<file path="config.mk">
export PLATFORM = sky130hd
export DESIGN_NAME = zlib_stored_block_framer
export DESIGN_NICKNAME = d
export VERILOG_FILES = /design/src/hw/rtl/zsbf_pkg.sv /design/src/hw/rtl/zsbf_front.sv /design/src/hw/rtl/zsbf_queue.sv /design/src/hw/rtl/zsbf_back.sv /design/src/hw/rtl/zlib_stored_block_framer.sv
export SDC_FILE = /design/constraint.sdc
export NUM_CORES = 1
export LEC_CHECK = 0
export ABC_CLOCK_PERIOD_IN_PS = 10000
export BUFFER_PORTS_ARGS = -buffer_cell sky130_fd_sc_hd__buf_2
export CORE_UTILIZATION = 30
export CTS_CLUSTER_SIZE = 28
export DETAILED_ROUTE_END_ITERATION = 10
export SLEW_MARGIN = 20
export SYNTH_ARGS = -nofsm -noshare
export SYNTH_HDL_FRONTEND = slang
export SYNTH_HIERARCHICAL = 1
export SYNTH_SLANG_ARGS = --single-unit
</file>
<file path="constraint.sdc">
create_clock -name i_clk -period 10 [get_ports i_clk]
set_input_delay 0 -clock i_clk [delete_from_list [all_inputs] [get_ports i_clk]]
set_output_delay 0 -clock i_clk [all_outputs]
set_load 0.005 [all_outputs]
</file>
<file path="src/hw/rtl/zsbf_pkg.sv">
package zsbf_pkg;

    localparam logic [31:0] BLOCK_BYTES = 32'd65535;
    localparam logic [16:0] ADLER_MOD   = 17'd65521;
    localparam logic [7:0]  ZLIB_CMF    = 8'h78;
    localparam logic [7:0]  ZLIB_FLG    = 8'h01;
    localparam logic [7:0]  BFLAG_FINAL = 8'h01;
    localparam logic [7:0]  BFLAG_MORE  = 8'h00;
    localparam logic [7:0]  STRAY_BYTE  = 8'h00;

    localparam int Q_DEPTH = 4;
    localparam int Q_PTR_W = $clog2(Q_DEPTH);
    localparam int Q_CNT_W = $clog2(Q_DEPTH + 1);

    typedef enum logic [1:0] {
        CMD_BEGIN,
        CMD_DATA,
        CMD_STRAY
    } t_cmd_kind;

    typedef enum logic [3:0] {
        PH_START,
        PH_ZHDR0,
        PH_ZHDR1,
        PH_BFLAG,
        PH_LEN_LO,
        PH_LEN_HI,
        PH_NLEN_LO,
        PH_NLEN_HI,
        PH_DATA,
        PH_ADL0,
        PH_ADL1,
        PH_ADL2,
        PH_ADL3,
        PH_STRAY
    } t_phase;

    typedef struct packed {
        logic       func;
        logic [7:0] data_byte;
    } t_in_word;

    typedef struct packed {
        logic [7:0] out_byte;
        logic       last_of_run;
        logic       stream_done;
        logic       stray_error;
    } t_out_word;

    // One entry of the queue: everything the back end needs to emit the bytes of one item.
    typedef struct packed {
        t_cmd_kind   kind;
        logic [7:0]  data_byte;
        logic        hdr;
        logic        final_blk;
        logic [15:0] len;
        logic        trailer;
        logic [15:0] sum_high;
        logic [15:0] sum_low;
    } t_cmd;

    typedef struct packed {
        logic head_valid;
        logic full;
    } t_q_status;

endpackage

</file>
<file path="src/hw/rtl/zsbf_front.sv">
module zsbf_front (
    input  logic             i_clk,
    input  logic             i_rst_n,
    input  logic             i_cfg_valid,
    input  logic [31:0]      i_cfg_data,
    input  logic             i_in_valid,
    input  zsbf_pkg::t_in_word i_in_word,
    input  logic             i_q_full,
    output logic             o_push,
    output zsbf_pkg::t_cmd   o_cmd
);
    import zsbf_pkg::*;

    logic [31:0] r_total_length;
    logic [15:0] r_sum_low, n_sum_low;
    logic [15:0] r_sum_high, n_sum_high;
    logic [31:0] r_bytes_left, n_bytes_left;
    logic [15:0] r_block_left, n_block_left;
    logic        r_stream_open, n_stream_open;

    logic [16:0] low_add, low_red, high_add, high_red;
    logic [31:0] left_dec, hdr_src;
    logic [15:0] blk_dec;
    logic [15:0] hdr_len;
    logic        hdr_final;

    assign o_push = i_in_valid && !i_q_full;

    assign left_dec = r_bytes_left - 32'd1;
    assign blk_dec  = r_block_left - 16'd1;

    // Adler-32 update, reduced after each byte.
    always_comb begin
        low_add  = {1'b0, r_sum_low} + {9'd0, i_in_word.data_byte};
        low_red  = (low_add >= ADLER_MOD) ? low_add - ADLER_MOD : low_add;
        high_add = {1'b0, r_sum_high} + low_red;
        high_red = (high_add >= ADLER_MOD) ? high_add - ADLER_MOD : high_add;
    end

    // The next block covers what is left, up to the block size.
    always_comb begin
        hdr_src   = i_in_word.func ? left_dec : r_total_length;
        hdr_final = (hdr_src <= BLOCK_BYTES);
        hdr_len   = hdr_final ? hdr_src[15:0] : BLOCK_BYTES[15:0];
    end

    always_comb begin
        n_sum_low     = r_sum_low;
        n_sum_high    = r_sum_high;
        n_bytes_left  = r_bytes_left;
        n_block_left  = r_block_left;
        n_stream_open = r_stream_open;
        o_cmd           = '0;
        o_cmd.kind      = CMD_STRAY;
        o_cmd.data_byte = i_in_word.data_byte;
        o_cmd.final_blk = hdr_final;
        o_cmd.len       = hdr_len;
        if (!i_in_word.func) begin
            n_sum_low      = 16'd1;
            n_sum_high     = 16'd0;
            n_bytes_left   = r_total_length;
            n_block_left   = hdr_len;
            n_stream_open  = (r_total_length != 32'd0);
            o_cmd.kind     = CMD_BEGIN;
            o_cmd.hdr      = 1'b1;
            o_cmd.trailer  = (r_total_length == 32'd0);
            o_cmd.sum_high = 16'd0;
            o_cmd.sum_low  = 16'd1;
        end else if (r_stream_open && (r_bytes_left != 32'd0)) begin
            n_sum_low      = low_red[15:0];
            n_sum_high     = high_red[15:0];
            n_bytes_left   = left_dec;
            o_cmd.kind     = CMD_DATA;
            o_cmd.trailer  = (left_dec == 32'd0);
            o_cmd.hdr      = (left_dec != 32'd0) && (blk_dec == 16'd0);
            o_cmd.sum_high = high_red[15:0];
            o_cmd.sum_low  = low_red[15:0];
            n_block_left   = o_cmd.hdr ? hdr_len : blk_dec;
            if (left_dec == 32'd0) begin
                n_stream_open = 1'b0;
            end
        end
    end

    always_ff @(posedge i_clk) begin
        if (!i_rst_n) begin
            r_total_length <= '0;
            r_sum_low      <= 16'd1;
            r_sum_high     <= '0;
            r_bytes_left   <= '0;
            r_block_left   <= '0;
            r_stream_open  <= 1'b0;
        end else begin
            if (i_cfg_valid) begin
                r_total_length <= i_cfg_data;
            end
            if (o_push) begin
                r_sum_low     <= n_sum_low;
                r_sum_high    <= n_sum_high;
                r_bytes_left  <= n_bytes_left;
                r_block_left  <= n_block_left;
                r_stream_open <= n_stream_open;
            end
        end
    end

endmodule

</file>
<file path="src/hw/rtl/zsbf_queue.sv">
module zsbf_queue (
    input  logic                i_clk,
    input  logic                i_rst_n,
    input  logic                i_push,
    input  zsbf_pkg::t_cmd      i_cmd,
    input  logic                i_pop,
    output zsbf_pkg::t_cmd      o_head,
    output zsbf_pkg::t_q_status o_status
);
    import zsbf_pkg::*;

    t_cmd               r_mem [Q_DEPTH];
    logic [Q_PTR_W-1:0] r_wr_ptr, r_rd_ptr;
    logic [Q_CNT_W-1:0] r_count;

    assign o_head            = r_mem[r_rd_ptr];
    assign o_status.head_valid = (r_count != '0);
    assign o_status.full       = (r_count == Q_CNT_W'(Q_DEPTH));

    always_ff @(posedge i_clk) begin
        if (i_push) begin
            r_mem[r_wr_ptr] <= i_cmd;
        end
    end

    always_ff @(posedge i_clk) begin
        if (!i_rst_n) begin
            r_wr_ptr <= '0;
            r_rd_ptr <= '0;
            r_count  <= '0;
        end else begin
            if (i_push) begin
                r_wr_ptr <= r_wr_ptr + Q_PTR_W'(1);
            end
            if (i_pop) begin
                r_rd_ptr <= r_rd_ptr + Q_PTR_W'(1);
            end
            if (i_push && !i_pop) begin
                r_count <= r_count + Q_CNT_W'(1);
            end else if (!i_push && i_pop) begin
                r_count <= r_count - Q_CNT_W'(1);
            end
        end
    end

endmodule

</file>
<file path="src/hw/rtl/zsbf_back.sv">
module zsbf_back (
    input  logic                i_clk,
    input  logic                i_rst_n,
    input  zsbf_pkg::t_cmd      i_head,
    input  zsbf_pkg::t_q_status i_status,
    output logic                o_pop,
    output logic                o_out_valid,
    input  logic                i_out_stall,
    output zsbf_pkg::t_out_word o_out_word
);
    import zsbf_pkg::*;

    t_phase    r_phase, n_phase;
    t_phase    cur;
    t_out_word r_out, n_out;
    logic      r_out_valid;
    logic      load_en, fire, done;
    logic [15:0] nlen;

    assign load_en = !r_out_valid || !i_out_stall;
    assign fire    = load_en && i_status.head_valid;
    assign o_pop   = fire && done;
    assign nlen    = ~i_head.len;

    always_comb begin
        if (r_phase == PH_START) begin
            unique case (i_head.kind)
                CMD_BEGIN: cur = PH_ZHDR0;
                CMD_DATA:  cur = PH_DATA;
                default:   cur = PH_STRAY;
            endcase
        end else begin
            cur = r_phase;
        end
    end

    always_comb begin
        n_out = '0;
        done  = 1'b0;
        n_phase = r_phase;
        unique case (cur)
            PH_ZHDR0: begin
                n_out.out_byte = ZLIB_CMF;
                n_phase = PH_ZHDR1;
            end
            PH_ZHDR1: begin
                n_out.out_byte = ZLIB_FLG;
                n_phase = PH_BFLAG;
            end
            PH_BFLAG: begin
                n_out.out_byte = i_head.final_blk ? BFLAG_FINAL : BFLAG_MORE;
                n_phase = PH_LEN_LO;
            end
            PH_LEN_LO: begin
                n_out.out_byte = i_head.len[7:0];
                n_phase = PH_LEN_HI;
            end
            PH_LEN_HI: begin
                n_out.out_byte = i_head.len[15:8];
                n_phase = PH_NLEN_LO;
            end
            PH_NLEN_LO: begin
                n_out.out_byte = nlen[7:0];
                n_phase = PH_NLEN_HI;
            end
            PH_NLEN_HI: begin
                n_out.out_byte = nlen[15:8];
                n_phase = i_head.trailer ? PH_ADL0 : PH_START;
                done = !i_head.trailer;
            end
            PH_DATA: begin
                n_out.out_byte = i_head.data_byte;
                if (i_head.trailer) begin
                    n_phase = PH_ADL0;
                end else if (i_head.hdr) begin
                    n_phase = PH_BFLAG;
                end else begin
                    n_phase = PH_START;
                    done = 1'b1;
                end
            end
            PH_ADL0: begin
                n_out.out_byte = i_head.sum_high[15:8];
                n_phase = PH_ADL1;
            end
            PH_ADL1: begin
                n_out.out_byte = i_head.sum_high[7:0];
                n_phase = PH_ADL2;
            end
            PH_ADL2: begin
                n_out.out_byte = i_head.sum_low[15:8];
                n_phase = PH_ADL3;
            end
            PH_ADL3: begin
                n_out.out_byte = i_head.sum_low[7:0];
                n_out.stream_done = 1'b1;
                n_phase = PH_START;
                done = 1'b1;
            end
            PH_STRAY: begin
                n_out.out_byte = STRAY_BYTE;
                n_out.stray_error = 1'b1;
                n_phase = PH_START;
                done = 1'b1;
            end
            default: begin
                n_phase = PH_START;
            end
        endcase
        n_out.last_of_run = done;
    end

    always_ff @(posedge i_clk) begin
        if (!i_rst_n) begin
            r_phase     <= PH_START;
            r_out_valid <= 1'b0;
        end else if (load_en) begin
            r_out_valid <= i_status.head_valid;
            if (fire) begin
                r_phase <= n_phase;
            end
        end
    end

    always_ff @(posedge i_clk) begin
        if (fire) begin
            r_out <= n_out;
        end
    end

    assign o_out_valid = r_out_valid;
    assign o_out_word  = r_out;

endmodule

</file>
<file path="src/hw/rtl/zlib_stored_block_framer.sv">
// Channel   Direction  Handshake                Payload
// cfg       in         i_cfg_valid/o_cfg_ready  i_cfg_data (total_length)
// in        in         i_in_valid/o_in_stall    i_in_word (func, data_byte)
// out       out        o_out_valid/i_out_stall  o_out_word (out_byte and flags)
//
// The front end takes one item per cycle while its four-entry queue has room.
// The back end emits one word per cycle while the output is not stalled: a
// begin item gives the zlib header, block flag, LEN and NLEN; a payload byte
// gives itself, and at a block boundary a new block flag, LEN and NLEN; the
// trailer adds the Adler-32 sum, high half first. Output words come from a
// register, loaded from the head of the queue when the output is not stalled.
// Reset is synchronous and empties the queue, which decouples the two stalls.
module zlib_stored_block_framer (
    input  logic                i_clk,
    input  logic                i_rst_n,
    input  logic                i_cfg_valid,
    output logic                o_cfg_ready,
    input  logic [31:0]         i_cfg_data,
    input  logic                i_in_valid,
    output logic                o_in_stall,
    input  zsbf_pkg::t_in_word  i_in_word,
    output logic                o_out_valid,
    input  logic                i_out_stall,
    output zsbf_pkg::t_out_word o_out_word
);
    import zsbf_pkg::*;

    logic      push, pop;
    t_cmd      cmd, head;
    t_q_status status;

    assign o_cfg_ready = 1'b1;
    assign o_in_stall  = status.full;

    zsbf_front u_front (
        .i_clk       (i_clk),
        .i_rst_n     (i_rst_n),
        .i_cfg_valid (i_cfg_valid),
        .i_cfg_data  (i_cfg_data),
        .i_in_valid  (i_in_valid),
        .i_in_word   (i_in_word),
        .i_q_full    (status.full),
        .o_push      (push),
        .o_cmd       (cmd)
    );

    zsbf_queue u_queue (
        .i_clk    (i_clk),
        .i_rst_n  (i_rst_n),
        .i_push   (push),
        .i_cmd    (cmd),
        .i_pop    (pop),
        .o_head   (head),
        .o_status (status)
    );

    zsbf_back u_back (
        .i_clk       (i_clk),
        .i_rst_n     (i_rst_n),
        .i_head      (head),
        .i_status    (status),
        .o_pop       (pop),
        .o_out_valid (o_out_valid),
        .i_out_stall (i_out_stall),
        .o_out_word  (o_out_word)
    );

endmodule
</file>
; ---- Yosys cells after proc, flatten, opt, wreduce, memory -nomap -nowiden
; Memories as Yosys holds them, arrays and structs flattened. A register that Yosys moved wholly into a read port is not among the register bits.
; Cells that the tools add are included.
[op_classes]
n_eq_ne = 17
n_mux = 41
n_addsub = 10
bitwise_logic = 1
magnitude_cmp = 3
reduce_logical = 28
[op_table]
columns = op, n
row1 = two-way mux 16 bit, 9
row2 = two-way mux 32 bit, 3
row3 = case mux 8 bit (12 select lines), 1
row4 = nonzero test 32 bit, 3
row5 = two-way mux 33 bit, 2
row6 = logical NOT 32 bit, 2
row7 = case mux 4 bit (11 select lines), 1
row8 = ">= comparator 17 x 16 -> 1 bit, second input constant", 2
row9 = "<= comparator 32 x 16 -> 1 bit, second input constant", 1
row10 = "subtractor 32 x 1 -> 32 bit, second input constant", 1
row11 = "== test 4 bit, second input constant", 6
row12 = adder 16 x 17 -> 17 bit, 1
row13 = adder 16 x 8 -> 17 bit, 1
row14 = two-way mux 17 bit, 1
row15 = "subtractor 17 x 16 -> 17 bit, second input constant", 1
row16 = "== test 4 x 3 -> 1 bit, second input constant", 4
row17 = logical NOT 16 bit, 1
row18 = inverter 16 bit, 1
row19 = "subtractor 16 x 1 -> 16 bit, second input constant", 1
row20 = "subtractor 16 bit, second input constant", 1
row21 = two-way mux 1 bit, 12
row22 = two-way mux 4 bit, 3
row23 = two-way mux 2 bit, 5
row24 = "== test 4 x 2 -> 1 bit, second input constant", 2
row25 = other kinds (20), 35
[totals]
inputBits = 46
mem_bits_rw = 244
wordCells = 116
ff_bits = 136
output_inout_bits = 14
n_memories = 1
[mem_list]
columns = name, depth, word_bits, read_ports, rd_clocked_by_memory_dff, write_ports, line_no
row1 = u_queue.r_mem, 4, 61, 1, 1, 1, zsbf_queue.sv:12  ; t_cmd r_mem [Q_DEPTH];

; ---- Logic depth before layout (Yosys ltp)
[depth]
depth_word = 10
depth_mapped = 25
ltp_nobuf = 23

; ---- Cells and area by module
; Netlist, hierarchy kept.
[by_module_without_submodules]
columns = mod, cells_each, area_per_inst_um2, instances, seq_area_each_um2
row1 = zsbf_queue, 362, 9316.4, 1, 7507.2
row2 = zsbf_front, 1164, 8516.9, 1, 2262.2
row3 = zsbf_back, 153, 1386.3, 1, 430.4
row4 = zlib_stored_block_framer, 2, 11.3, 1, 0.0

; ---- Worst setup path before layout
; OpenSTA, ideal clock, no wires.
[synth_timing]
path_kind = reg-to-reg
startpoint = register u_front.r_sum_low[0]
endpoint = memory u_queue/r_mem[0][23] in the netlist's numbering, data pin
required_ns = 9.723
arrival_ns = 5.969
setup_slack_ns = 3.754
n_path_buf = 2
stages_incl_launch_ff = 26
setup_time_ns = 0.277
period_less_slack_ns = 6.246
path_cell_list = dfxtp_1 -> ha_1 -> fa_1 -> a211oi_1 -> o31a_1 -> a21oi_2 -> a2111o_1 -> nor4b_2 -> a31oi_1 -> nand2b_1 -> nor2_1 -> xnor2_1 -> inv_1 -> ha_1 -> buf_2 -> nand3_1 -> a211oi_1 -> o21bai_1 -> nand4b_1 -> or3b_2 -> or3_1 -> nor4_1 -> buf_2 -> o211ai_1 -> xnor2_1 -> nor2_1
[synth_lines]
columns = element, line_no
row1 = "start, declared", zsbf_front.sv:15  ; logic [15:0] r_sum_low, n_sum_low;
row2 = "start signal, assigned", zsbf_front.sv:98  ; r_sum_low <= n_sum_low;
row3 = "end, declared", zsbf_queue.sv:12

==> results.yml <==
cells_and_area:
  drive_above_1_share: 0.1384
  nNetsFinal: 1830
  final_common_cell: "edfxtp_1"
  n_fill_cell: 6174
  layout_common_cells: "edfxtp_1 (255), nor2_1 (163), nand2_1 (135)"
  synthToLayoutAreaGrowth_pct: 14.39
worst_setup_path:
  cpPeakStageDelay_ns: 0.58
  reg2reg_depth: 23
  critPathSlowestCell: "a31oi_1"
  crit_path_start_kind: "register"
  r2r_setup_slack_ns: 2.62
  crit_type: "reg -> reg"
  critPathLaunch: "u_front/r_sum_low[0]$_SDFFE_PN1P_"
  path_cells: "ha_1, fa_1, a211oi_1, nor2_1, xor2_1, a311oi_1, nor4b_2, a31oi_1, nand2b_1, nor2_1, xnor2_1, inv_1, ha_1, nand3_1, a211oi_1, o21bai_1, nand4b_1, or3b_2, or3_1, nor4_1, nor2_1, o21a_1, nor3_1"
  required_ns: 10.32
  crit_path_end_kind: "register"
  crit_top_cell: "nor2_1"
  worstReg2RegStart: "u_front/r_sum_low[0]$_SDFFE_PN1P_"
  path_max_fanout: 10
  worstPathArrival_ns: 7.69
timing:
  clock.fmax_mhz: 135.6
  hold_viol_final: 0
  min_period_ns: 7.375
  fin_setup_tns_ns: 0
  drv_slew: 0
  clock_skew_ns: 0.03499
  min_period_over_period: 0.7375
  setup_viol: 0
  rsz0062_at_grt: "no"
  worstMarginPinSlew_ns: 1.049
  relSlewSlack: 0.2984
floorplan:
  coreArea_um2: 63200
  start_util: 0.3043
  chipHeight_um: 255.2
  rows: 92
  die_x_um: 255.2
  ios: 60
  die-area_um2: 65120
synth:
  yosys_register_bits: 382
  ys.flop_type: "edfxtp_1"
  yosys_warnings: 6
  ys_seq_area_frac: 0.5304
  netlist_instances: 1681
  synth.cell_area_um2: 19230
  syn_nets: 1768
  ys_async_sr_fraction: 0
  syn_avg_cell_area_um2: 11.44
  synth.distinct_cells: 88
  synth_edf_count: 255
grt:
  grt_util_all_layers: 0.1525
  antenna_found_initial: 0
  grt_pass1_wl_mm: 76.74
  grt_max_degree: 76
  overflow: 0
  grt_pass1_vias: 13298
drt:
  wl_per_cell_um: 18.99
  route.met2.wl_mm: 23.57
  first_pass_iters: 5
  vias: 13734
  wl_mm: 49.84
  detail-route-antenna-nets: 0
  via_per_inst: 5.234
  routed.top_layer: "met4"
  drc: 0
  drt-met1-wl_mm: 22.41
  met3_length_mm: 2.929
  drtIter0Drc: 1250
power_and_ir_drop:
  power.leakage_nw: 7.624
  p_per_area_nw_per_um2: 221.6
  ir_drop_v: 0.0001222
  fin_total_pwr_w: 0.004875
place:
  portBuffers: 58
  gp_congestion: 0.8630
  hpwl_mm: 34.07
worst_hold_path:
  whs_path_depth: 3
  min-delay-path-class: "in -> reg"
  min_from: "i_rst_n"
clock_network:
  cts_tree: "yes"
  clkSlewWorstSetupHoldPaths_ns: 0.07
  h-tree-depth: 2
  cts_buffers: 42
  insertion_delay_ns: 0.58
  clock_sinks: 382
  cts_root_buffer: "clkbuf_16"
  clk_path_buf_depth: 3
run:
  drv_cap: 0
run_status:
  outcome: "finished, final reports clean"
==> layout make-up <==
class,instances,area [um^2],area share
sequential,382,10200,0.4639
multi-input combinational,1145,8258,0.3754
clock buffer,56,1207,0.05489
tap,846,1059,0.04812
timing repair buffer,118,845.8,0.03845
clock inverter,22,219.0,0.009953
inverter,54,202.7,0.009214
antenna,1,2.502,0.0001138
==> final timing paths <==
path	to
max	u_queue/r_mem[3][21]$_DFFE_PP_
min	u_back/r_phase[2]$_SDFFE_PN0P_
max reg2reg	u_queue/r_mem[3][21]$_DFFE_PP_
min reg2reg	u_front/r_block_left[12]$_SDFFE_PN0P_
==> kinds of logic (layout without fill, tap and decap cells) <==
kind of cell | Yosys count | count (layout) | share of synthesized area
flip-flops | 382 | 382 | 0.5304
AO/OA/AOI/OAI | 353 | 353 | 0.1218
buffers and inverters | 154 | 250 | 0.04183
XOR/XNOR | 81 | 81 | 0.03689
multiplexers | 106 | 106 | 0.09519
adder cells (fa/ha/maj) | 41 | 41 | 0.02785
AND/OR/NAND/NOR | 563 | 563 | 0.1459
other | 1 | 2 | 0.0001950
==> worst max-delay path, delay by kind of cell, from the launching register on <==
| family | cells | cell delay, ns |
|---|---|---|
| xor+xnor | 2 | 0.45 |
| buf+inv | 1 | 0.09 |
| flops | 1 | 0.32 |
| fa+ha+maj | 3 | 1.08 |
| compound gates | 6 | 2.43 |
| simple gates | 11 | 2.76 |
==> cells in the mapped netlist, types with 11 or more instances <==
library cell | instances | area share
o22ai_1 | 22 | 0.0072
nor4_1 | 23 | 0.0075
dfxtp_1 | 127 | 0.13
nand3_1 | 36 | 0.0094
a211oi_1 | 13 | 0.0051
xnor2_1 | 53 | 0.024
nor2b_1 | 17 | 0.0055
nor2_1 | 164 | 0.032
ha_1 | 38 | 0.025
nand2_1 | 135 | 0.026
nand2b_1 | 15 | 0.0049
and2_1 | 30 | 0.0098
a21oi_1 | 83 | 0.022
xor2_1 | 28 | 0.013
nor3_1 | 41 | 0.011
a31oi_1 | 13 | 0.0042
o211ai_1 | 16 | 0.0062
mux2i_1 | 43 | 0.022
o21ai_0 | 78 | 0.020
mux4_2 | 60 | 0.070
inv_1 | 52 | 0.010
o21a_1 | 11 | 0.0043
nand4_1 | 16 | 0.0052
buf_2 | 30 | 0.0078
or3_1 | 23 | 0.0075
clkbuf_1 | 41 | 0.0080
a22oi_1 | 15 | 0.0059
edfxtp_1 | 255 | 0.40
a21o_1 | 12 | 0.0047
==> timing repair <==
item	CTS	global route
resized for setup	0	0
buffers inserted	0	0
endpoints found under the hold margin	70	0
endpoints found under the setup margin	0	0
hold buffers	42	0
==> metal layers <==
metal	up-vias	global-route usage
met1	6825	0.2039
met5	-	0
met3	59	0.02614
met2	384	0.2537
li1	6466	-
met4	0	0.04157
==> report_power, final <==
| group | total (W) | switching, W | leakage, nW | internal (W) |
|---|---|---|---|---|
| Clock | 0.00159 | 0.000636 | 0.695 | 0.000954 |
| Sequential | 0.00198 | 0.000107 | 3.47 | 0.00187 |
| Combinational | 0.00131 | 0.000789 | 3.46 | 0.000517 |
| Total | 0.00488 | 0.00153 | 7.62 | 0.00334 |
==> sequential cells by signal (all words and copies together), names as in the netlist, named ones only <==
signal and count:
u_queue/r_wr_ptr 2, u_back/o_out_valid 1, u_front/r_stream_open 1, u_queue/r_count 3, u_front/r_sum_low 16, u_front/r_sum_high 16
u_back/r_phase 4, u_front/r_bytes_left 32, u_queue/r_rd_ptr 2, u_back/o_out_word 11, u_front/r_total_length 32, u_queue/r_mem 244
u_front/r_block_left 16
==> per-stage QoR <==
step           setup slack, ns  area [um^2]  std cells  hold slack [ns]  utilization
6_report                 2.625        22000       2624          0.03944       0.3481
3_5_place_dp             2.776        20150       2503           0.2404       0.3188
5_1_grt                  1.890        22000       2623          0.06119       0.3481
4_1_cts                  2.708        22000       2623          0.02349       0.3481
3_3_place_gp             2.924        20150       2503           0.2331       0.3188
2_1_floorplan            3.754        19230       1681           0.1217            -
Power figures use the tool's default switching activity.
